<file path="src/rtl/core/lws_pkg.sv">
`timescale 1ns / 1ps
// ----------------------------------------------------------------------------
// lws_pkg
// Shared command codes and controller state type for the latency window
// statistics block.
// ----------------------------------------------------------------------------
package lws_pkg;

	localparam logic [1:0] CMD_ADD   = 2'd0;
	localparam logic [1:0] CMD_QUERY = 2'd1;
	localparam logic [1:0] CMD_CLEAR = 2'd2;

	localparam int OUT_W = 40;
	localparam int CNT_OUT_W = 11;
	localparam int PCT_W = 7;
	localparam int RANK_DIV = 100;

	// ceil(2^32 / 100); x * RANK_RECIP >> RANK_SHIFT == x / 100 for x < 2^30
	localparam logic [25:0] RANK_RECIP = 26'd42949673;
	localparam int RANK_SHIFT = 32;

	typedef enum logic [2:0] {
		ST_IDLE,
		ST_MEAN,
		ST_RANK,
		ST_READ,
		ST_OUT
	} state_t;

	typedef struct packed {
		logic ins;
		logic clr;
	} cell_ctl_t;

endpackage

</file>
<file path="src/rtl/core/lws_cell.sv">
`timescale 1ns / 1ps
// ----------------------------------------------------------------------------
// lws_cell
// One slot of the sorted sample chain: takes its left neighbour's value or
// the new sample so that the chain stays in ascending order.
// ----------------------------------------------------------------------------
module lws_cell #(
	parameter int LB = 40
) (
	input  logic                 clk,
	input  logic                 arst_n,
	input  lws_pkg::cell_ctl_t   ctl,
	input  logic [LB-1:0]        sample,
	input  logic [LB-1:0]        left_val,
	input  logic                 left_vld,
	input  logic                 left_gt,
	output logic [LB-1:0]        val,
	output logic                 vld,
	output logic                 gt
);
	import lws_pkg::*;

	logic [LB-1:0] val_q;
	logic          vld_q;
	logic          take;

	assign gt   = vld_q && (val_q > sample);
	// strict compare keeps a new sample behind equal ones
	assign take = gt || (!vld_q && left_vld);

	always_ff @(posedge clk or negedge arst_n) begin
		if (!arst_n) begin
			vld_q <= 1'b0;
		end else if (ctl.clr) begin
			vld_q <= 1'b0;
		end else if (ctl.ins && take) begin
			vld_q <= 1'b1;
		end
	end

	always_ff @(posedge clk) begin
		if (ctl.ins && !ctl.clr && take) begin
			val_q <= left_gt ? left_val : sample;
		end
	end

	assign val = val_q;
	assign vld = vld_q;

endmodule

</file>
<file path="config.mk">
export PLATFORM = sky130hd
export DESIGN_NAME = lws_cell
export DESIGN_NICKNAME = d
export VERILOG_FILES = /design/src/rtl/core/lws_pkg.sv /design/src/rtl/core/lws_cell.sv
export SDC_FILE = /design/constraint.sdc
export NUM_CORES = 1
export LEC_CHECK = 0
export BUFFER_PORTS_ARGS = -buffer_cell sky130_fd_sc_hd__buf_2
export CORE_ASPECT_RATIO = 1.5
export CORE_MARGIN = 1.5
export CORE_UTILIZATION = 25
export DETAILED_ROUTE_END_ITERATION = 10
export SLEW_MARGIN = 5
export SYNTH_ARGS = -nofsm -noshare
export SYNTH_HDL_FRONTEND = slang
export SYNTH_SLANG_ARGS = --single-unit
</file>
<file path="constraint.sdc">
create_clock -name clk -period 3.6 [get_ports clk]
set_input_delay 0.36 -clock clk [delete_from_list [all_inputs] [get_ports clk]]
set_output_delay 0.36 -clock clk [all_outputs]
set_load 0.02 [all_outputs]
</file>
# Yosys cells after proc, flatten, opt, wreduce, memory -nomap -nowiden
# Index checks and enable logic that the tools add are counted.
[totals] input_bits=86 word_cells=15 out_inout_bits=42 regBits=41
[classes] muxes=3 magnitude_cmp=1 reduce_logical=9
[op_table] cell="$gt A40 B40 Y1" n=1
[op_table] cell="$mux W40" n=1
[op_table] cell="$logic_and A1 B1 Y1" n=5
[op_table] cell="$logic_not A1 Y1" n=2
[op_table] cell="$mux W1" n=2
[op_table] cell="$reduce_bool A2 Y1" n=1
[op_table] cell="$logic_or A1 B1 Y1" n=1

# Logic depth before layout (Yosys ltp)
# Gate-level depths: netlist of run 1.
[depth] ltp_word=6 ltp_mapped=8 ltp_nobuf=8

# Worst setup path before layout of run 1
# OpenSTA, ideal clock, no wires.
[synth_path] path_type="register to register" from="reg val_q[22] (netlist: val[22])" to="reg val_q[0] (netlist: val[0]), enable pin" path_buffers=0 arrival_ns=3.405 stages_incl_launch_ff=8 synth_period_minus_slack_ns=3.847 setup_slack_ns=-0.247 required_time_ns=3.158 setup_ns=0.442 cell_sequence="edfxtp_1 ha_1 nand4_2 nor4_2 nand3_1 a21oi_1 nor3_1 o21ai_1"
[synth_via] elab_chain_cells=4
[synth_rtl] item="from (decl)" line_no="lws_cell.sv:23" rtl="logic [LB-1:0] val_q;"
[synth_rtl] item="from (signal assigned)" line_no="lws_cell.sv:43" rtl="val_q <= left_gt ? left_val : sample;"
[synth_rtl] item="$gt A40 B40 Y1" line_no="lws_cell.sv:27" rtl="assign gt = vld_q && (val_q > sample);"
[synth_rtl] item="$logic_and A1 B1 Y1" line_no="lws_cell.sv:27"
[synth_rtl] item="$logic_or A1 B1 Y1" line_no="lws_cell.sv:29" rtl="assign take = gt || (!vld_q && left_vld);"
[synth_rtl] item="$logic_and A1 B1 Y1" line_no="lws_cell.sv:42" rtl="if (ctl.ins && !ctl.clr && take) begin"
# Every way passes these cells.
# A chain may end at the register's enable or synchronous reset.

# Worst setup path in the final report of run 1
[layout_path] from="reg val_q[39] (netlist: val[39])" to="out gt"
[layout_via] elab_chain_cells=2
[layout_rtl] item="$gt A40 B40 Y1" line_no="lws_cell.sv:27"
[layout_rtl] item="$logic_and A1 B1 Y1" line_no="lws_cell.sv:27"
[layout_rtl] item="to (decl)" line_no="lws_cell.sv:19" rtl="output logic gt"
# Every way passes these cells.

==> results.md, run 1 <==
- The run finished with clean final reports.
- Setup total negative slack on the finished layout was measured at 0 ns.
- The worst pin sits at a relative slew slack of 55.65%.
- The initial antenna violation count is 1.
- TritonCTS built the clock tree.
- The core region is 10530 um2.
- The arithmetic-cell share of the synthesized area counting full adders, half adders and majority gates is 18.66%.
- The fraction of layout cells with a size suffix above 1 is approximately a third.
- The most used flip-flop cell after synthesis is sky130_fd_sc_hd__edfxtp_1.
- The sequential standard cell area is between 1000 and 1500 um2.
- Clock-pin slew was measured on the worst setup and hold paths at ~0.060 ns.
- The layout filler cell count is between 1000 and 1500.
- In this run, distinct cell masters in the synthesized netlist total 28.
- The cell taking the most area after synthesis is sky130_fd_sc_hd__edfxtp_1.
- In this run the power density over the cells is roughly 340 nW/um2.
- The die covers between 10000 and 15000 um2.
- The synthesized-area fraction occupied by xor and xnor cells is 0%.
- The worst setup path is of the register to output port kind.
- The horizontal extent of the die is 87.58 um.
- The endpoint type of the worst setup path is an output port.
- Setup violations remaining at the end of the flow were counted as 0.
- At the pin with the least slew margin, the transition time is between 0.6 and 0.7 ns.
- Between clock sinks in the finished design, the worst skew comes to 0.005731 ns.
- During I/O placement, the number of pins put on the boundary was 128.
- Relative to the synthesized area, the layout overhead comes to 36.01%.
- The worst-path cell with the longest stage delay is sky130_fd_sc_hd__nor4_1.
- The post-DP HPWL is around 5800 um.
- The total of warnings raised by yosys is 0.
- Walking the worst path, the cells encountered are ha_1 > nand4_1 > nor4_1 > nand3_1 > or3_1 > nand2_1 > nor2_1 > buf_2.
- The top cell type's share of synthesized area is 44.78%.
- The number of failing hold endpoints at the final stage is 0.
- The required time of the critical path is roughly 3.2 ns.
- The pin count of the biggest net entering global routing is between 40 and 50.
- By area the synthesized netlist is led by sky130_fd_sc_hd__edfxtp_1 45%, sky130_fd_sc_hd__ha_1 19%, sky130_fd_sc_hd__o21ai_0 8.0%, sky130_fd_sc_hd__nand2_1 7.0%, sky130_fd_sc_hd__inv_1 5.6%.
- The root buffer cell chosen for the clock tree is sky130_fd_sc_hd__clkbuf_16.
- The instance count of the mapped netlist is between 200 and 300.
- Once the clock tree was built, the resizer swapped 0 gates to a different size.
- Synthesis produced a netlist with a net count of between 400 and 500.
- Across the run, the number of max-cap violations was 0.
- The total area of multi-input combinational cells is ~1300 um2.
- The total global routing track utilization is approximately 13%.
- The depth of the CTS H-tree is 2.
- The synthesized netlist devotes about 14% of its cell area to simple gates.
- After synthesis, the share of cell area in mux cells is less than 1%.
- Counting the buffers created by CTS gives 5.
- The fmax is 338.1 MHz.
- In this run the static leakage power is between 1.5 and 2 nW.
- The post-placement worst setup slack is just under 0.8 ns.
- The worst path setup slack after routing is 0.6421 ns.
- After synthesis, the share of flip-flops with an asynchronous set or reset is between 2 and 2.5%.
- The final worst-path cycle share is 82.16%.
- Input and output buffers added on the ports amount to about 130.
- In this run the cell area of the synthesized design comes to ~2700 um2.
- The average vias per placed instance is roughly 4.4.
- In this run the vertical extent of the chip is ~130 um.
- The count of unresolved DRC violations after routing is 0.
- After synthesis, the largest family of logic cells by area is adder cells.
- The arrival time at the worst endpoint is approximately 2.6 ns.
- For this run, the detailed router's first-pass iteration total came to 6.
- The post-route minimum period is around 3.0 ns.
- sky130_fd_sc_hd__nand2_1 is the most common cell in the netlist.
- The total of flip-flops plus latches after synthesis is slightly above 40.
- The synthesized netlist devotes between 10% and 20% of its cell area to compound gates.
- Once detail routing completed, the nets flagged for antenna violations numbered 0.
- In this run the core area contains 46 standard-cell rows.
- At the end of the flow the core is filled with cells to between 30% and 40%.
- The number of max-slew violations in the final report came to 0.
- The count of vias placed by the detailed router is between 2000 and 2500.
- The class of the tightest hold or removal check is primary input to register.
- The number of global-route vias before repair was about 2300.
- The commonest cells after synthesis are 50 x sky130_fd_sc_hd__nand2_1, 43 x sky130_fd_sc_hd__o21ai_0, 40 x sky130_fd_sc_hd__edfxtp_1, 40 x sky130_fd_sc_hd__ha_1, 40 x sky130_fd_sc_hd__inv_1.
- The clock insertion delay at the later pin of the skew report is ~0.28 ns.
- Of the synthesized area, sequential elements account for 45.71%.
- The number of setup buffers added after CTS is 0.
- Averaged over all synthesized cells, the footprint is about 9.5 um2.
- The sink count of the clock tree is ~40.
- The first global-routing pass estimated roughly 11000 um of wire.
- Setup repair after global routing left no endpoint under its margin.
- The wire length per cell is roughly 13 um.
- After the first detailed-routing iteration, the DRC count stood at 67.
- The launching element type of the critical path is a register.
- The maximum single-stage delay on the critical path is 0.45 ns.
- The initial utilization of the core area, before any placement, comes to between 20 and 30%.
- The number of enable flip-flop cells after synthesis is 40.
- The number of nets in the layout is 535.
- The routed wire length is roughly 7000 um.
- VDD sags by at most 0.0001535 V.
- The highest fanout seen on the critical path is 4.
- Routability-driven placement finished with a final weighted congestion of 0.7320.
- After global routing the overflow that remains totals 0.
- The deepest clock path buffer count is 2.
==> through the flow <==
stage | power, mW | std cells | area (um2) | hold WS (ns)
finish | 1.225 | 554 | 3649 | 0.2681
global route | 1.299 | 553 | 3646 | 0.2681
CTS | 1.248 | 553 | 3646 | 0.2606
detailed placement | 0.8086 | 545 | 3503 | 0.1368
floorplan | 0.7079 | 281 | 2686 | 0.06441
global placement | 0.8026 | 545 | 3503 | 0.1366
==> power by group <==
| part | internal [mW] | switching, mW |
|---|---|---|
| clock | 0.251 | 0.178 |
| sequential | 0.551 | 0.0104 |
| combinational | 0.100 | 0.134 |
| total | 0.903 | 0.323 |
==> path summary, 6_finish.rpt <==
kind / startpoint / endpoint / slack (ns) / depth (start not counted)
min in group asynchronous: arst_n / vld / 0.37 / 2
min: ctl[0] / vld / 0.27 / 2
max reg2reg: val[39] / val[24] / 0.89 / 8
max: val[39] / gt / 0.64 / 8
max in group asynchronous: arst_n / vld / 3.15 / 2
min reg2reg: vld / vld / 0.59 / 2
==> layout by cell type, fill, tap and decap left out, types with 2 or more instances in the layout <==
master                      netlist  routed
sky130_fd_sc_hd__a21o_1           3       3
sky130_fd_sc_hd__a21oi_1         20      20
sky130_fd_sc_hd__buf_2            0     127
sky130_fd_sc_hd__clkbuf_16        0       5
sky130_fd_sc_hd__edfxtp_1        40      40
sky130_fd_sc_hd__ha_1            40      40
sky130_fd_sc_hd__inv_1           40      40
sky130_fd_sc_hd__nand2_1         50      50
sky130_fd_sc_hd__nand3_1          4       4
sky130_fd_sc_hd__nand4_1          6       6
sky130_fd_sc_hd__nor2_1           6       6
sky130_fd_sc_hd__nor3_1           2       2
sky130_fd_sc_hd__o21ai_0         43      43
sky130_fd_sc_hd__or3_1            2       2
==> routing by layer <==
layer  global-route usage [%]  vias to the layer above  wire (um)
met5                        0                        -          0
met4                    4.295                        0        126
met3                    3.479                       11        475
met2                    22.99                       94       3579
met1                    13.63                     1076       2832
li1                         -                     1245          -
==> final cells by class <==
cell class              count  share of cell area, %
multi-input cells         191                  35.19
inverters                  40                  4.115
diodes                      1                0.06859
clock buffers               6                  3.532
well taps                 144                  4.938
clock inverters             1                 0.1029
flip-flops and latches     41                  33.61
repair buffers            130                  18.45
==> kinds of logic after synthesis <==
family                     Yosys count
AOI/OAI and AO/OA                   73
adders and majority gates           40
buffers and inverters               49
DFF                                 41
muxes                                1
and+or+nand+nor                     77
==> worst max-delay path: cells and delay by family, from the launching register on <==
| family | cells | cell delay (ns) |
|---|---|---|
| AND/OR/NAND/NOR | 6 | 1.38 |
| buffers and inverters | 1 | 0.18 |
| adder cells (fa/ha/maj) | 1 | 0.34 |
| flip-flops | 1 | 0.41 |
==> sequential cells by signal, summed over array words and instances (netlist names) <==
signal and flops:
val 40, vld 1
==> repair_timing <==
item / in CTS / in global routing
hold buffers: 1 / 0
endpoints found under the hold margin: 1 / 0
endpoints found under the setup margin: 0 / 0
Note: power is estimated with default switching activity, not from simulation.
==> inputs of run 2 (changes only) <==
Clock period 3.6 ns to 2.6 ns, I/O delays scaled along.
==> results.md, run 2 (synthesis gave the netlist of run 1 again) <==
- The flow ran to the end, and the final reports show no timing, DRC or antenna violations.
- The worst setup slack for register-to-register paths came to 0.04 ns (-0.85 ns).
- The count of vias placed by the detailed router was 2497 (+2.9%).
- The clock tree from TritonCTS is done.
- The switching power came to 0.4664 mW (+45%).
- The worst setup path endpoint is gt.
- The highest fanout seen on the critical path is 4 (unchanged).
- The routed wire length is 7387 um (+5.3%).
- The total number of placement rows is 46 (unchanged).
- The number of flip-flops in the largest register is 40 (unchanged).
- The launching element type of the critical path is a register.
- The average vias per placed instance came to 4.427 (+1.1%).
- The critical path in this run is classified as register to output port.
- The post-route minimum period is 2.583 ns.
- The reported leakage power is 1.869 nW (+5.7%).
- The violation count after the first detailed-route iteration is 49 (-27%).
- The clock insertion delay at the later pin of the skew report was 0.28 ns (about the same).
- The aggregate global routing overflow is 0 (unchanged).
- The internal power summed over all cells was 1.387 mW (+54%).
- The part of the total power dissipated in sequential elements came to 42.0% (-3.8 points).
- The first-pass GRT wire length was 11610 um (+7.8%).
- The number of max-slew violations in the final report is 0 (unchanged).
- The number of cells on the critical path is 10 (+2).
- The depth of the CTS H-tree came to 2 (unchanged).
- The fraction of layout cells with a size suffix above 1 was 39.05% (+5.1 points).
- The top cell types in the final layout, fill and taps aside, are 126 x sky130_fd_sc_hd__buf_2, 50 x sky130_fd_sc_hd__nand2_1, 43 x sky130_fd_sc_hd__o21ai_0.
- The final number of setup-violating endpoints is 0 (unchanged).
- The core outline area was 10530 um2 (unchanged).
- The max-capacitance violation count is 0 (unchanged).
- The slew at the pin closest to its max-slew limit is 0.3775 ns (-0.2877 ns).
- The max-slew headroom at the worst pin is 74.83% (+19 points).
- The number of nets in the layout was 545 (+1.9%).
- Relative to the synthesized area, the layout overhead comes to 48.88%.
- The deepest clock path buffer count is 2 (unchanged).
- The count of boundary I/O pins came to 128 (unchanged).
- The total global routing track utilization is 13.22% (+0.69 points).
- Traced cell by cell, the critical path runs through ha_4 > nand4_1 > buf_4 > nor4_4 > nand3_1 > buf_4 > a21oi_4 > nor3_4 > nor2_1 > buf_4.
- The die outline area came to 11370 um2 (unchanged).
- The post-DP HPWL is 5909 um (+2.4%).
- The routability congestion estimate from global placement is 0.7146 (-2.4%).
- The most used cell along the critical path is sky130_fd_sc_hd__buf_4.
- The clock edge transition at the registers on the reported setup and hold paths is 0.06 ns (about the same).
- The final sum of negative setup slack came to 0 ns (unchanged).
- The most common cell after layout, fill and taps aside is sky130_fd_sc_hd__buf_2.
- In this run the worst hold path is classified as primary input to register.
- The minimum hold slack is 0.1614 ns (-0.1067 ns).
- The initial antenna violation count is 0 (-1).
- The endpoint type of the worst setup path is an output port.
- The proportion of power drawn by the clock network was 37.7% (+2.7 points).
- Tracing the worst setup path back leads to its startpoint at val[39].
- The number of buffers created by CTS was 5 (unchanged).
- The number of global-route vias before repair is 2550 (+10%).
- The wire length per cell is 13.10 um (+3.5%).
- The power density over the cells came to 464.0 nW/um2 (+38%).
- The post-placement worst setup slack is 0.03056 ns (-0.7532 ns).
- The final worst-path cycle share is 99.34%.
- The final antenna diode count is 0 (-1).
- The peak supply drop is 0.0002072 V (+35%).
- For this run, the top clock speed supported by timing is ~390 MHz.
- The maximum single-stage delay on the critical path is 0.43 ns (-0.02 ns).
- The layout filler cell count is 1084 (-0.28%).
- On the critical path the largest part of the delay comes from simple AND/OR/NAND/NOR gates.
- The number of buffer and inverter instances along the worst setup path is 3 (+2).
- The worst flop-to-flop path endpoint is val[32].
- The overall power consumption is 1.853 mW (+51%).
- The number of iterations in the first detailed-routing pass is 4 (-2).
- The horizontal extent of the die was 87.58 um (unchanged).
- The initial cell density of the core is 25.47% (unchanged).
- The cell count of the worst reg-to-reg path came to 10 (+2).
- The port buffer count was 127 (unchanged).
- The count of unresolved DRC violations after routing is 0 (unchanged).
- The pin count of the biggest net entering global routing was 40 (-13%).
- The arrival time at the worst endpoint is 2.32 ns (-0.28 ns).
- The height of the die is 129.9 um (unchanged).
- The number of failing hold endpoints at the final stage is 0 (unchanged).
- The sink count of the clock tree is 41 (unchanged).
- The worst-path cell with the longest stage delay is sky130_fd_sc_hd__edfxtp_1.
- The required time of the critical path is 2.34 ns (-0.90 ns).
- The share of total power consumed by net switching came to 25.17% (-1.2 points).
- The final worst clock skew is 0.004615 ns (-0.001115 ns).
- Setup repair after global routing could not meet its margin everywhere.
- The library cell used as clock root buffer is sky130_fd_sc_hd__clkbuf_16.
- The worst path setup slack after routing came to 0.01707 ns (-0.6250 ns).
- The count of antenna-violating nets left after detailed routing came to 0 (unchanged).
- The startpoint identified for the worst register-to-register timing path is val[39].
- The combinational fraction of design power is 20.3% (+1.1 points).
-- run 2: cell types whose count changed in the layout (fill, tap and decap cells not counted), sizes merged --
cell,before,now
clkbuf,6,8
buf,129,137
bufinv,0,1
diode,1,0
-- run 2: final cells by class --
| type | instances | area (um2) | share of cell area, % |
|---|---|---|---|
| clock buffer | 6 | 128.9 | 3.227 |
| tap | 144 | 180.2 | 4.511 |
| multi-input combinational | 191 | 1451 | 36.34 |
| clock inverter | 2 | 33.78 | 0.8459 |
| timing repair buffer | 140 | 823.3 | 20.61 |
| inverter | 40 | 150.1 | 3.759 |
| sequential | 41 | 1226 | 30.70 |
-- run 2: repair_timing --
| item | CTS | global route |
|---|---|---|
| hold buffers | 1 | 0 |
| endpoints found under the hold margin | 1 | 0 |
| endpoints found under the setup margin | 1 | 28 |
| pin swaps | 7 | 6 |
| buffers inserted | 3 | 3 |
| cloned | 0 | 2 |
| resized for setup | 4 | 6 |
-- run 2: power by group through the flow --
| stage | Combinational, mW | Sequential (mW) | Clock (mW) |
|---|---|---|---|
| floorplan | 0.170 | 0.822 | 0 |
| global placement | 0.344 | 0.791 | 0 |
| detailed placement | 0.352 | 0.792 | 0 |
| CTS | 0.360 | 0.778 | 0.718 |
| global route | 0.428 | 0.782 | 0.739 |
| finish | 0.376 | 0.779 | 0.698 |
-- run 2: how the worst min path moves through the flow --
| stage | startpoint | end | cells after the start |
|---|---|---|---|
| CTS | ctl[0] | vld | 2 |
| global placement | arst_n | vld | 1 |
| finish | ctl[0] | vld | 2 |
| global route | ctl[0] | vld | 2 |
| floorplan | arst_n | vld | 0 |
| detailed placement | arst_n | vld | 1 |
-- run 2: metrics by stage --
step | util (%) | area, um2 | cells
final | 37.92 | 3994 | 564
after global routing | 37.92 | 3994 | 564
after CTS | 36.51 | 3845 | 559
after detailed placement | 34.44 | 3627 | 547
after global placement | 34.44 | 3627 | 547
after floorplan | - | 2778 | 281
-- run 2: metal layers --
layer	share of wire (%)	wire length, um	vias up	global-route usage (%)
met4	1.7	129	0	4.762
met5	0	0	-	0
met2	51	3775	82	24.34
met1	42	3108	1134	14.80
met3	5.0	373	10	2.720
li1	-	-	1271	-
