**src/rtl/core/lws_pkg.sv**
```systemverilog
`timescale 1ns / 1ps
// ----------------------------------------------------------------------------
// lws_pkg
// Shared command codes and controller state type for the latency window
// statistics block.
// ----------------------------------------------------------------------------
package lws_pkg;

	localparam logic [1:0] CMD_ADD   = 2'd0;
	localparam logic [1:0] CMD_QUERY = 2'd1;
	localparam logic [1:0] CMD_CLEAR = 2'd2;

	localparam int OUT_W = 40;
	localparam int CNT_OUT_W = 11;
	localparam int PCT_W = 7;
	localparam int RANK_DIV = 100;

	// ceil(2^32 / 100); x * RANK_RECIP >> RANK_SHIFT == x / 100 for x < 2^30
	localparam logic [25:0] RANK_RECIP = 26'd42949673;
	localparam int RANK_SHIFT = 32;

	typedef enum logic [2:0] {
		ST_IDLE,
		ST_MEAN,
		ST_RANK,
		ST_READ,
		ST_OUT
	} state_t;

	typedef struct packed {
		logic ins;
		logic clr;
	} cell_ctl_t;

endpackage

```
**src/rtl/core/lws_div.sv**
```systemverilog
`timescale 1ns / 1ps
// ----------------------------------------------------------------------------
// lws_div
// Restoring divider, one quotient bit per cycle.
// ----------------------------------------------------------------------------
module lws_div #(
	parameter int DW = 50,
	parameter int VW = 11
) (
	input  logic          clk,
	input  logic          arst_n,
	input  logic          go,
	input  logic [DW-1:0] dividend,
	input  logic [VW-1:0] divisor,
	output logic          done,
	output logic [DW-1:0] quotient
);
	import lws_pkg::*;

	localparam int CW = $clog2(DW + 1);

	logic [DW-1:0] q_q;
	logic [VW:0]   rem_q;
	logic [VW-1:0] dvs_q;
	logic [CW-1:0] cnt_q;
	logic          run_q;
	logic          done_q;
	logic [VW:0]   trial;
	logic          fit;

	assign trial = {rem_q[VW-1:0], q_q[DW-1]};
	assign fit   = trial >= {1'b0, dvs_q};

	always_ff @(posedge clk or negedge arst_n) begin
		if (!arst_n) begin
			run_q  <= 1'b0;
			done_q <= 1'b0;
			cnt_q  <= '0;
		end else begin
			done_q <= 1'b0;
			if (go) begin
				run_q <= 1'b1;
				cnt_q <= CW'(DW);
			end else if (run_q) begin
				cnt_q <= cnt_q - 1'b1;
				if (cnt_q == CW'(1)) begin
					run_q  <= 1'b0;
					done_q <= 1'b1;
				end
			end
		end
	end

	always_ff @(posedge clk) begin
		if (go) begin
			q_q   <= dividend;
			rem_q <= '0;
			dvs_q <= divisor;
		end else if (run_q) begin
			rem_q <= fit ? (trial - {1'b0, dvs_q}) : trial;
			q_q   <= {q_q[DW-2:0], fit};
		end
	end

	assign done     = done_q;
	assign quotient = q_q;

endmodule

```
**config.mk**
```make
export PLATFORM = sky130hd
export DESIGN_NAME = lws_div
export DESIGN_NICKNAME = d
export VERILOG_FILES = /design/src/rtl/core/lws_pkg.sv /design/src/rtl/core/lws_div.sv
export SDC_FILE = /design/constraint.sdc
export NUM_CORES = 1
export LEC_CHECK = 0
export BUFFER_PORTS_ARGS = -buffer_cell sky130_fd_sc_hd__buf_2
export CORE_UTILIZATION = 30
export CTS_BUF_LIST = sky130_fd_sc_hd__clkbuf_4
export CTS_CLUSTER_DIAMETER = 100
export DETAILED_ROUTE_END_ITERATION = 7
export GPL_ROUTABILITY_DRIVEN = 0
export PLACE_DENSITY_LB_ADDON = 0.25
export SYNTH_ARGS = -nofsm -noshare
export SYNTH_HDL_FRONTEND = slang
export SYNTH_SLANG_ARGS = --single-unit
```
**constraint.sdc**
```tcl
create_clock -name clk -period 4.3 [get_ports clk]
set_input_delay 0.43 -clock clk [delete_from_list [all_inputs] [get_ports clk]]
set_output_delay 0.43 -clock clk [all_outputs]
set_load 0.005 [all_outputs]
```
# Yosys cells after proc, flatten, opt, wreduce, memory -nomap -nowiden
# Index checks and enable logic that the tools add are counted.
# W data, S select, Z words.
# classes
order_cmp	1
addsub	2
eq_ne	1
n_reduce_logical	1
muxes	11
# ops
cell	count
$mux W50	2
$ge A12 B11 Y1	1
$mux W6	2
$mux W11	1
$sub A11 B11 Y11	1
$eq A6 B1 Y1 const B	1
$mux W1	6
$sub A6 B1 Y6 const B	1
$reduce_bool A2 Y1	1
# totals
register_bits	80
word_cells	22
out_inout_bits	51
inputBits	64

# Longest topological paths before layout
# Gate-level depths: netlist of run 1.
# depth
depth_word	4
depth_mapped	10
ltp_nobuf	9

# Least setup slack after synthesis of run 1
# OpenSTA, ideal clock, no wires.
# synth_timing
path_kind	input -> register
startpoint	input go
endpoint	register q_q[0], in the netlist quotient[0], enable pin
path_slack_ns	1.887
path_buffers	2
required_ns	3.896
path_stages	4
t_arrival_ns	2.008
setup_ns	0.404
cell_sequence	clkbuf_1 > clkbuf_1 > nor2_1 > inv_1
# synth_via
elab_chain_cells	1
# synth_lines
element	line_no	source
start: declaration	lws_div.sv:12	input logic go,
$reduce_bool A2 Y1 (no source line)	n/a	
end signal: assignment	lws_div.sv:56	q_q <= dividend;
end signal: assignment	lws_div.sv:61	q_q <= {q_q[DW-2:0], fit};
end: declaration	lws_div.sv:22	logic [DW-1:0] q_q;
# Every way passes these cells.
# A chain may end at the register's enable or synchronous reset.

# Final worst setup path of run 1
# layout_timing
startpoint	register q_q[49], in the netlist quotient[49]
endpoint	register rem_q[0]
# layout_via
elab_chain_cells	2
word_cells_on_any_way	3
cone_classes	1 x add/sub; 1 x order compare; 1 x mux
# layout_lines
element	line_no	source
$sub A11 B11 Y11 or $ge A12 B11 Y1 (tied branches)	lws_div.sv:60, lws_div.sv:32	
$mux W11 (*)	lws_div.sv:60	rem_q <= fit ? (trial - {1'b0, dvs_q}) : trial;
end signal: assignment	lws_div.sv:60	
end: declaration	lws_div.sv:23	logic [VW:0] rem_q;
# Mark *: on every way between the ends. The rest lies on a longest branch, timed or not.

==> flow_summary.yaml, run 1 <==
cts:
  clk_tree_root_cell: "sky130_fd_sc_hd__clkbuf_4"
  holdBufCountCts: 1
  postCtsResizedCells: 0
  clock_tree.htree_level_count: 3
  post-cts-setup-buffers: 0
  clock_sinks: 80
  tritoncts: "built"
  numCtsBuffers: 9
  cts.path.max_buffers: 2
  clkSlewWorstSetupHoldPaths_ns: 0.13
  clk-insertion-delay-late_ns: 0.46
logic_synthesis:
  synth.ff_latch_count: 80
  post-synth-top-area-fraction: 0.466
  commonest_register_cell_after_synthesis: "sky130_fd_sc_hd__edfxtp_1"
  synth_enable_flop_cells: 61
  syn-cell-area_sq_mm: 0.00393
  post-synth-top-count-cell: "sky130_fd_sc_hd__edfxtp_1"
  synth.yosys.seq_area_share: 0.573
  ys_top_cells_by_area: "sky130_fd_sc_hd__edfxtp_1 (47%), sky130_fd_sc_hd__mux2_2 (14%), sky130_fd_sc_hd__dfxtp_1 (5.6%)"
  synth_area_leader_cell: "sky130_fd_sc_hd__edfxtp_1"
  synth_top_cells_by_count: "sky130_fd_sc_hd__edfxtp_1 (61), sky130_fd_sc_hd__mux2_2 (50), sky130_fd_sc_hd__nor2_1 (22)"
  yosysUniqueCellTypes: 47
  syn_nets: 369
  netlist_instances: 291
  syn_area_per_cell_sq_um: 13.5
  yosys_warnings: 0
  postSynth.asyncResetShare: 0.100
drt:
  first_pass_iteration_count_of_the_detailed_router: 4
  vias_per_cell: 4.54
  drcViolationCount: 0
  drt_first_iter_violations: 65
  routed_wl_mm: 8.10
  wl_per_cell_um: 13.9
  detail-route-antenna-nets: 0
  dr_total_vias: 2644
power:
  pwr_density_cell_mw_per_mm2: 463
  fin_total_pwr_mw: 2.24
  ir_worst_vdd_v: 0.000241
  p_leak_nw: 2.05
sta:
  finalWorstSetupSlack_ns: 1.68
  skew_ns: 0.0210
  hold_ws_ns: 0.142
  period_minus_slack_ns: 2.62
  slew_headroom: 0.287
  finalHoldViolations: 0
  final_critical_path_share_of_the_clock_period: 0.610
  setup_total_negative_slack_ns: 0
  final_max_slew_viol_count: 0
  rsz0062_at_grt: "no"
  max_slew.worst_pin.slew_ns: 1.07
  final_setup_violations: 0
  max_freq_ghz: 0.381
status:
  run_status: "finished clean"
final_layout:
  drive_above_1_share: 0.459
  finish.net_count: 483
  areaGrowthSynthToFinish_pct: 23.4
  number_of_inserted_filler_cells_in_the_final_layout: 1219
die:
  die_width_um: 116
  boundaryPins: 115
  fp.dieH_um: 116
  core_area_sq_mm: 0.0127
  die-area_sq_mm: 0.0136
  initial_utilization: 0.310
  rows: 41
critical_path:
  worstPathCellList: "inv_1 > ha_1 > fa_1 > nor2b_1 > o31a_1 > o21ai_2 > o21ai_4 > mux2_4 > a211oi_2"
  worst-endpoint-required_ns: 4.68
  path_max_fanout: 14
  crit_arrival_ns: 3.00
  path_class: "flip-flop to flip-flop"
  worstSetupStartpointType: "flip-flop"
  worst_path_max_delay_cell: "sky130_fd_sc_hd__o21ai_4"
  crit_path_max_incr_delay_ns: 0.45
  crit_path_end_kind: "flip-flop"
global_routing:
  grt_use_total: 0.128
  first_global_vias: 2615
  grt_pass1_wl_mm: 12.9
  grt.overflow.total: 0
  grt_max_degree: 64
  grt_antenna_before_repair: 0
placement:
  io_buffers: 114
  place.detailed.hpwl_mm: 5.69
  placement_stage_worst_setup_slack_ns: 1.71
job:
  maxCapViolations: 0
worst_hold_path:
  hp-class: "input port to flip-flop"
## cells by family (layout without fill, tap and decap cells)
| family | Yosys count | count (layout) | synth area share |
|---|---|---|---|
| adder cells (fa/ha/maj) | 14 | 14 | 0.0465 |
| multiplexers | 57 | 57 | 0.162 |
| XOR/XNOR | 10 | 10 | 0.0223 |
| other | 0 | 1 | 0 |
| flip-flops | 80 | 80 | 0.573 |
| buffers and inverters | 29 | 148 | 0.0325 |
| AND/OR/NAND/NOR | 62 | 62 | 0.0876 |
| AO/OA/AOI/OAI | 39 | 39 | 0.0758 |
## per-stage QoR
stage	utilization	area, sq um	instances
2_1_floorplan	-	3930	291
3_3_place_gp	0.368	4660	565
3_5_place_dp	0.368	4660	565
4_1_cts	0.382	4850	582
5_1_grt	0.382	4850	582
6_report	0.383	4850	583
## worst paths after layout
path,slack [ns],depth (start not counted),startpoint,end
max,1.68,9,quotient[49],rem_q[0]
min,0.14,1,divisor[2],dvs_q[2]
max reg2reg,1.68,9,quotient[49],rem_q[0]
min reg2reg,0.52,2,rem_q[2],rem_q[2]
max in group asynchronous,3.79,2,arst_n,cnt_q[0]
min in group asynchronous,0.34,2,arst_n,cnt_q[5]
## power breakdown
group	switching (mW)	leakage (nW)	internal, mW
clock	0.264	0.0910	0.289
sequential	0.0758	0.820	0.953
combinational	0.327	1.13	0.335
total	0.667	2.05	1.58
## cell usage in the layout, fill, tap and decap left out, drive strengths merged, types with 2 or more instances in the layout
master	netlist	layout
buf	3	115
edfxtp	61	61
mux2	51	51
nor2	22	22
inv	16	16
ha	13	13
dfxtp	11	11
nand2	10	10
o21ai	10	10
clkbuf	10	9
xnor2	8	8
dfrtp	8	8
a211oi	8	8
nand2b	7	7
mux2i	6	6
a21oi	5	5
nor3	4	4
o211ai	4	4
nor4bb	3	3
bufinv	0	3
clkinv	0	3
nor2b	2	2
o21a	2	2
o31a	2	2
and2	2	2
o31ai	2	2
a311oi	2	2
o22ai	2	2
nor4b	2	2
xor2	2	2
nand3	2	2
## critical path, delay by kind of cell (launching register included)
kind | cells | cell delay (ns)
compound gates | 4 | 0.99
fa+ha+maj | 2 | 0.62
flops | 1 | 0.37
mux | 1 | 0.35
simple gates | 1 | 0.17
buf+inv | 1 | 0.07
## sequential cells by signal (all words and copies together) (netlist names)
name	count
run_q	1
rem_q	11
cnt_q	6
dvs_q	11
done	1
quotient	50
## per-layer routing
layer,vias up,wire (um),GRT usage
met5,-,0,0
met4,0,180,0.0564
met3,14,553,0.0524
met2,78,3660,0.188
met1,1240,3700,0.165
li1,1312,-,-
## area by class of cell
class / count / area (sq um) / share of cell area
Timing Repair Buffer: 116 / 591 / 0.122
Tap cell: 172 / 215 / 0.0444
Antenna cell: 1 / 2.50 / 0.000516
Clock inverter: 7 / 110 / 0.0227
Clock buffer: 9 / 67.6 / 0.0139
Multi-Input combinational cell: 182 / 1550 / 0.320
Inverter: 16 / 60.1 / 0.0124
Sequential cell: 80 / 2250 / 0.465
No activity file was read; power rests on OpenSTA's default activity.
==> run 2, diff against run 1 <==
--- a/config.mk
+++ b/config.mk
@@ -5,6 +5,7 @@
 export SDC_FILE = /design/constraint.sdc
 export NUM_CORES = 1
 export LEC_CHECK = 0
+export ABC_AREA = 1
 export BUFFER_PORTS_ARGS = -buffer_cell sky130_fd_sc_hd__buf_2
 export CORE_UTILIZATION = 30
 export CTS_BUF_LIST = sky130_fd_sc_hd__clkbuf_4
==> constraint.sdc (replaced) <==
create_clock -name clk -period 2.6 [get_ports clk]
set_input_delay 0.26 -clock clk [delete_from_list [all_inputs] [get_ports clk]]
set_output_delay 0.26 -clock clk [all_outputs]
set_load 0.005 [all_outputs]
==> run 2 against run 1 <==
Net effect: cell count grew 34%; first-iteration DRC count grew 100%; sequential power grew 65%; critical endpoint is now quotient[0]; largest cell class unchanged; largest power group unchanged; highest routed layer unchanged.
==> flow_summary.yaml, run 2 <==
status:
  run_status: "finished clean"
critical_path:
  path_max_fanout: 12
  worst-endpoint-required_ns: 2.82
  crit_path_max_incr_delay_ns: 0.42
  worst_path_max_delay_cell: "sky130_fd_sc_hd__edfxtp_1"
  crit_arrival_ns: 2.33
  crit_path_end_kind: "flip-flop"
  path_class: "flip-flop to flip-flop"
  worstPathCellList: "inv_1 > ha_1 > fa_1 > inv_1 > nand3_1 > nand3_2 > nand2_2 > nand4_4 > nand2_1 > nand2_1"
  worstSetupStartpointType: "flip-flop"
logic_synthesis:
  syn_nets: 555
  ys_top_cells_by_area: "sky130_fd_sc_hd__edfxtp_1 (44%), sky130_fd_sc_hd__nand2_1 (20%), sky130_fd_sc_hd__dfxtp_1 (5.3%)"
  netlist_instances: 477
  syn-cell-area_sq_mm: 0.00413
  synth.ff_latch_count: 80
  synth_top_cells_by_count: "sky130_fd_sc_hd__nand2_1 (217), sky130_fd_sc_hd__edfxtp_1 (61), sky130_fd_sc_hd__inv_1 (49)"
  postSynth.asyncResetShare: 0.100
  yosys_warnings: 0
  post-synth-top-area-fraction: 0.443
  yosysUniqueCellTypes: 33
  commonest_register_cell_after_synthesis: "sky130_fd_sc_hd__edfxtp_1"
  synth.yosys.seq_area_share: 0.545
  syn_area_per_cell_sq_um: 8.67
  post-synth-top-count-cell: "sky130_fd_sc_hd__nand2_1"
  synth_enable_flop_cells: 61
  synth_area_leader_cell: "sky130_fd_sc_hd__edfxtp_1"
global_routing:
  grt_use_total: 0.146
  grt.overflow.total: 0
  first_global_vias: 3450
  grt_pass1_wl_mm: 16.3
  grt_max_degree: 55
  grt_antenna_before_repair: 1
power:
  ir_worst_vdd_v: 0.000315
  pwr_density_cell_mw_per_mm2: 798
  power.net_switching_mw: 1.44
  p_leak_nw: 2.67
  power.switching_fraction: 0.346
  seq_pwr_share: 0.410
  internal_power_mw: 2.71
  p_clk_frac: 0.251
  power.share.combinational: 0.339
sta:
  final_setup_violations: 0
  skew_ns: 0.0162
  final_critical_path_share_of_the_clock_period: 0.811
  rsz0062_at_grt: "no"
  final_max_slew_viol_count: 0
  period_minus_slack_ns: 2.11
  max_slew.worst_pin.slew_ns: 0.921
  slew_headroom: 0.385
  finalWorstSetupSlack_ns: 0.491
  max_freq_ghz: 0.474
  setup_total_negative_slack_ns: 0
  finalHoldViolations: 0
drt:
  vias_per_cell: 4.44
  drt_first_iter_violations: 130
  routed_wl_mm: 9.94
  detailroute.wirelength.met2_mm: 4.46
  topRoutingLayerUsed: "met4"
  dr_total_vias: 3478
  wl_met3_um: 708
  detail-route-antenna-nets: 0
  met1_length_mm: 4.66
  wl_per_cell_um: 12.7
  drcViolationCount: 0
  first_pass_iteration_count_of_the_detailed_router: 5
job:
  maxCapViolations: 0
final_layout:
  finish.net_count: 679
  areaGrowthSynthToFinish_pct: 25.8
  final_area_sq_mm: 0.00520
  drive_above_1_share: 0.269
  largest_reg_flops: 50
  final_design_utilization: 0.389
  final_common_cell: "sky130_fd_sc_hd__nand2_1"
  leading_cell_types_in_the_layout_fill_and_taps_excluded: "sky130_fd_sc_hd__nand2_1 (217), sky130_fd_sc_hd__buf_2 (114), sky130_fd_sc_hd__edfxtp_1 (61)"
  number_of_inserted_filler_cells_in_the_final_layout: 1402
worst_hold_path:
  hp-class: "input port to flip-flop"
cts:
  clock_sinks: 80
  clkSlewWorstSetupHoldPaths_ns: 0.14
  clk_tree_root_cell: "sky130_fd_sc_hd__clkbuf_4"
  postCtsResizedCells: 0
  cts.path.max_buffers: 2
  post-cts-setup-buffers: 0
  clock_tree.htree_level_count: 3
  clk-insertion-delay-late_ns: 0.44
  numCtsBuffers: 9
  tritoncts: "built"
die:
  boundaryPins: 115
  fp.dieH_um: 119
  core_area_sq_mm: 0.0133
  initial_utilization: 0.310
  die_width_um: 119
  rows: 42
  die-area_sq_mm: 0.0143
placement:
  placement.cell_area_sq_mm: 0.00487
  place.detailed.hpwl_mm: 7.23
  io_buffers: 114
  placement_stage_worst_setup_slack_ns: 0.483
run 2: area by class of cell:
class,count,area [sq um],area share
tap,176,220,0.0424
sequential,80,2250,0.433
clock buffer,10,75.1,0.0144
inverter,52,195,0.0375
clock inverter,6,131,0.0253
antenna,1,2.50,0.000481
timing repair buffer,130,733,0.141
multi-input combinational,328,1590,0.306
run 2: power by group through the flow:
stage / sequential [mW] / combinational (mW) / clock (mW)
floorplan: 1.70 / 1.12 / 0
global placement: 1.73 / 1.39 / 0
detailed placement: 1.73 / 1.39 / 0
CTS: 1.70 / 1.42 / 1.07
global route: 1.72 / 1.61 / 1.12
finish: 1.70 / 1.41 / 1.04
run 2: through the flow:
step | power [mW] | hold WS [ns] | std cells
3_3_place_gp | 3.11 | 0.114 | 754
6_report | 4.15 | 0.0723 | 783
5_1_grt | 4.46 | 0.0422 | 782
2_1_floorplan | 2.81 | -0.0356 | 477
4_1_cts | 4.19 | 0.0348 | 782
3_5_place_dp | 3.12 | 0.114 | 754
run 2: timing repair:
item                                    in CTS  in global routing
hold buffers                                12                  0
endpoints found under the setup margin       0                  0
endpoints found under the hold margin       19                  0
run 2: worst paths after layout:
check,startpoint,end,slack (ns),depth (start not counted)
worst max-delay path,quotient[49],quotient[0],0.49,10
worst min-delay path,dividend[38],quotient[38],0.07,3
worst max register to register,quotient[49],quotient[0],0.49,10
worst min register to register,cnt_q[5],cnt_q[5],0.49,1
max in group asynchronous,arst_n,cnt_q[2],2.26,2
min in group asynchronous,arst_n,cnt_q[4],0.18,2
run 2: layer usage:
| layer | global-route usage | up-vias |
|---|---|---|
| li1 | - | 1773 |
| met1 | 0.181 | 1594 |
| met2 | 0.231 | 102 |
| met3 | 0.0551 | 9 |
| met4 | 0.0555 | 0 |
| met5 | 0 | - |
run 2: logic make-up (layout without fill, tap and decap cells):
family / Yosys count / count (layout) / synth area share
AND/OR/NAND/NOR: 297 / 297 / 0.315
flip-flops: 80 / 80 / 0.545
buffers and inverters: 69 / 198 / 0.0708
adder cells (fa/ha/maj): 14 / 14 / 0.0442
AO/OA/AOI/OAI: 14 / 14 / 0.0185
XOR/XNOR: 3 / 3 / 0.00636
other: 0 / 1 / 0
run 2: worst max-delay path: cells and delay by family (launching register included):
kind / cells / cell delay, ns
adders and majority gates: 2 / 0.41
buffers and inverters: 2 / 0.16
and+or+nand+nor: 6 / 0.91
DFF: 1 / 0.42
==> run 3, diff against run 2 <==
==> constraint.sdc (replaced) <==
create_clock -name clk -period 1.77 [get_ports clk]
set_input_delay 0.177 -clock clk [delete_from_list [all_inputs] [get_ports clk]]
set_output_delay 0.177 -clock clk [all_outputs]
set_load 0.005 [all_outputs]
==> run 3 against run 2 <==
Net effect: the flow now finishes with violations (negative setup slack); worst hold slack better by 0.0018 ns; cell area up 12%; sequential power up 46%; clock skew up 0.00074 ns; via count up 8.6%; global-route usage up 1.5 points; non-clock buffer count up 70; utilization up 4.8 points.
==> flow_summary.yaml, run 3 (same netlist as run 2, synthesis figures left out) <==
status:
  run_status: "finished with violations"
  violations_in_the_final_reports: "negative setup slack"
drt:
  routed_wl_mm: 11.0
  detail-route-antenna-nets: 0
  drt_first_iter_violations: 128
  wl_per_cell_um: 12.9
  first_pass_iteration_count_of_the_detailed_router: 5
  dr_total_vias: 3776
  vias_per_cell: 4.43
  drcViolationCount: 0
die:
  core_area_sq_mm: 0.0133
  boundaryPins: 115
  die-area_sq_mm: 0.0143
  rows: 42
  initial_utilization: 0.310
  die_width_um: 119
  fp.dieH_um: 119
placement:
  place.detailed.hpwl_mm: 7.48
  io_buffers: 114
critical_path:
  crit_path_end_kind: "flip-flop"
  path_class: "flip-flop to flip-flop"
  worst-endpoint-required_ns: 2.12
  worst_path_max_delay_cell: "sky130_fd_sc_hd__edfxtp_1"
  timing.critical_path.mode_cell: "sky130_fd_sc_hd__nand3_2"
  worstReg2RegEnd: "rem_q[7]"
  timing.rr.start: "dvs_q[0]"
  reg2reg_slack_ns: -0.02
  path_max_fanout: 6
  worstSetupStartpointType: "flip-flop"
  ff2ff_path_depth: 11
  crit_arrival_ns: 2.14
  crit_path_max_incr_delay_ns: 0.43
  worstPathCellList: "ha_4 > fa_2 > inv_2 > nand3_2 > nand3_2 > nand2_2 > nand4_4 > buf_6 > nand3_2 > nand3_2 > nand2_1"
cts:
  tritoncts: "built"
  clk-insertion-delay-late_ns: 0.45
  clk_tree_root_cell: "sky130_fd_sc_hd__clkbuf_4"
  clkSlewWorstSetupHoldPaths_ns: 0.14
  clock_sinks: 80
  cts.path.max_buffers: 2
  numCtsBuffers: 9
  clock_tree.htree_level_count: 3
sta:
  slew_headroom: 0.681
  max_freq_ghz: 0.560
  skew_ns: 0.0169
  rsz0062_at_grt: "yes"
  final_setup_violations: 6
  final_critical_path_share_of_the_clock_period: 1.01
  finalWorstSetupSlack_ns: -0.0158
  max_slew.worst_pin.slew_ns: 0.479
  final_max_slew_viol_count: 0
  finalHoldViolations: 0
  period_minus_slack_ns: 1.79
  hold_ws_ns: 0.0741
final_layout:
  final_common_cell: "sky130_fd_sc_hd__nand2_1"
  areaGrowthSynthToFinish_pct: 41.1
  largest_reg_flops: 50
  n_antenna_cell: 0
  leading_cell_types_in_the_layout_fill_and_taps_excluded: "sky130_fd_sc_hd__nand2_1 (216), sky130_fd_sc_hd__buf_2 (114), sky130_fd_sc_hd__dlygate4sd3_1 (62)"
  finish.net_count: 749
  drive_above_1_share: 0.291
  number_of_inserted_filler_cells_in_the_final_layout: 1351
global_routing:
  grt_use_total: 0.162
  grt.overflow.total: 0
  grt_max_degree: 46
  use_met2: 0.270
  grtUsageMet3: 0.0388
  grt_antenna_before_repair: 0
  first_global_vias: 3738
  gr-usage-met1: 0.198
  grt_pass1_wl_mm: 17.9
  top_usage_layer: "met2"
power:
  p_leak_nw: 2.93
  pwr_density_cell_mw_per_mm2: 1030
  ir_worst_vdd_v: 0.000414
  fin_total_pwr_mw: 5.99
worst_hold_path:
  hp-class: "input port to asynchronous set/reset pin"
job:
  maxCapViolations: 0
[run 3: changes by cell type in the layout (fill, tap and decap cells not counted), moves of 2 or more]
cell / before / now
sky130_fd_sc_hd__ha_4: 0 / 2
sky130_fd_sc_hd__inv_1: 48 / 46
sky130_fd_sc_hd__dlygate4sd3_1: 12 / 62
sky130_fd_sc_hd__buf_4: 3 / 22
sky130_fd_sc_hd__bufinv_16: 4 / 0
sky130_fd_sc_hd__clkinvlp_4: 1 / 3
sky130_fd_sc_hd__ha_1: 13 / 10
sky130_fd_sc_hd__nand3_1: 26 / 20
sky130_fd_sc_hd__clkinv_2: 0 / 2
sky130_fd_sc_hd__nand3_2: 6 / 12
[run 3: how the worst max path moves through the flow]
stage | cells after the start | slack, ns | startpoint | endpoint
6_report | 11 | -0.02 | dvs_q[0] | rem_q[7]
4_1_cts | 11 | -0.005 | dvs_q[0] | rem_q[7]
5_1_grt | 10 | -0.11 | dvs_q[8] | rem_q[10]
2_1_floorplan | 11 | -0.004 | quotient[49] | quotient[0]
3_5_place_dp | 12 | -0.09 | quotient[49] | rem_q[7]
3_3_place_gp | 12 | -0.02 | quotient[49] | rem_q[8]
[run 3: report_power, final]
part	total [mW]	switching, mW	internal (mW)	leakage [nW]
Sequential	2.49	0.191	2.30	0.839
Combinational	2.53	1.39	1.14	2.03
Clock	0.967	0.671	0.297	0.0598
[run 3: stage by stage]
stage / worst slack [ns] / std cells / setup TNS [ns] / instance area, sq um / utilization
2_1_floorplan: -0.00435 / 477 / -0.00435 / 4140 / -
3_3_place_gp: -0.0156 / 769 / -0.0439 / 4990 / 0.374
3_5_place_dp: -0.0907 / 769 / -0.550 / 4990 / 0.374
4_1_cts: -0.00476 / 851 / -0.00476 / 5790 / 0.434
5_1_grt: -0.113 / 852 / -1.02 / 5830 / 0.437
6_report: -0.0158 / 852 / -0.0554 / 5830 / 0.437
[run 3: area by class of cell]
cell class | instances | area (sq um) | share of cell area
flip-flops and latches | 80 | 2250 | 0.386
multi-input cells | 328 | 1660 | 0.285
repair buffers | 200 | 1390 | 0.238
well taps | 176 | 220 | 0.0378
inverters | 52 | 199 | 0.0341
clock buffers | 10 | 75.1 | 0.0129
clock inverters | 6 | 37.5 | 0.00644
[run 3: worst max-delay path, delay by kind of cell (launching register included)]
kind | cells | cell delay [ns]
fa+ha+maj | 2 | 0.53
buf+inv | 2 | 0.22
flops | 1 | 0.43
simple gates | 7 | 0.52
[run 3: repair_timing]
action / in CTS / in global routing
hold endpoints to repair: 69 / 0
resized for setup: 10 / 5
pin swaps: 1 / 1
setup endpoints to repair: 12 / 12
hold buffers: 62 / 0
setup buffers: 4 / 1
[run 3: metal layers]
layer | up-vias | routed length (um) | share of wire
li1 | 1921 | - | -
met3 | 15 | 604 | 0.055
met1 | 1733 | 4990 | 0.45
met2 | 107 | 5160 | 0.47
met4 | 0 | 234 | 0.021
met5 | - | 0 | 0
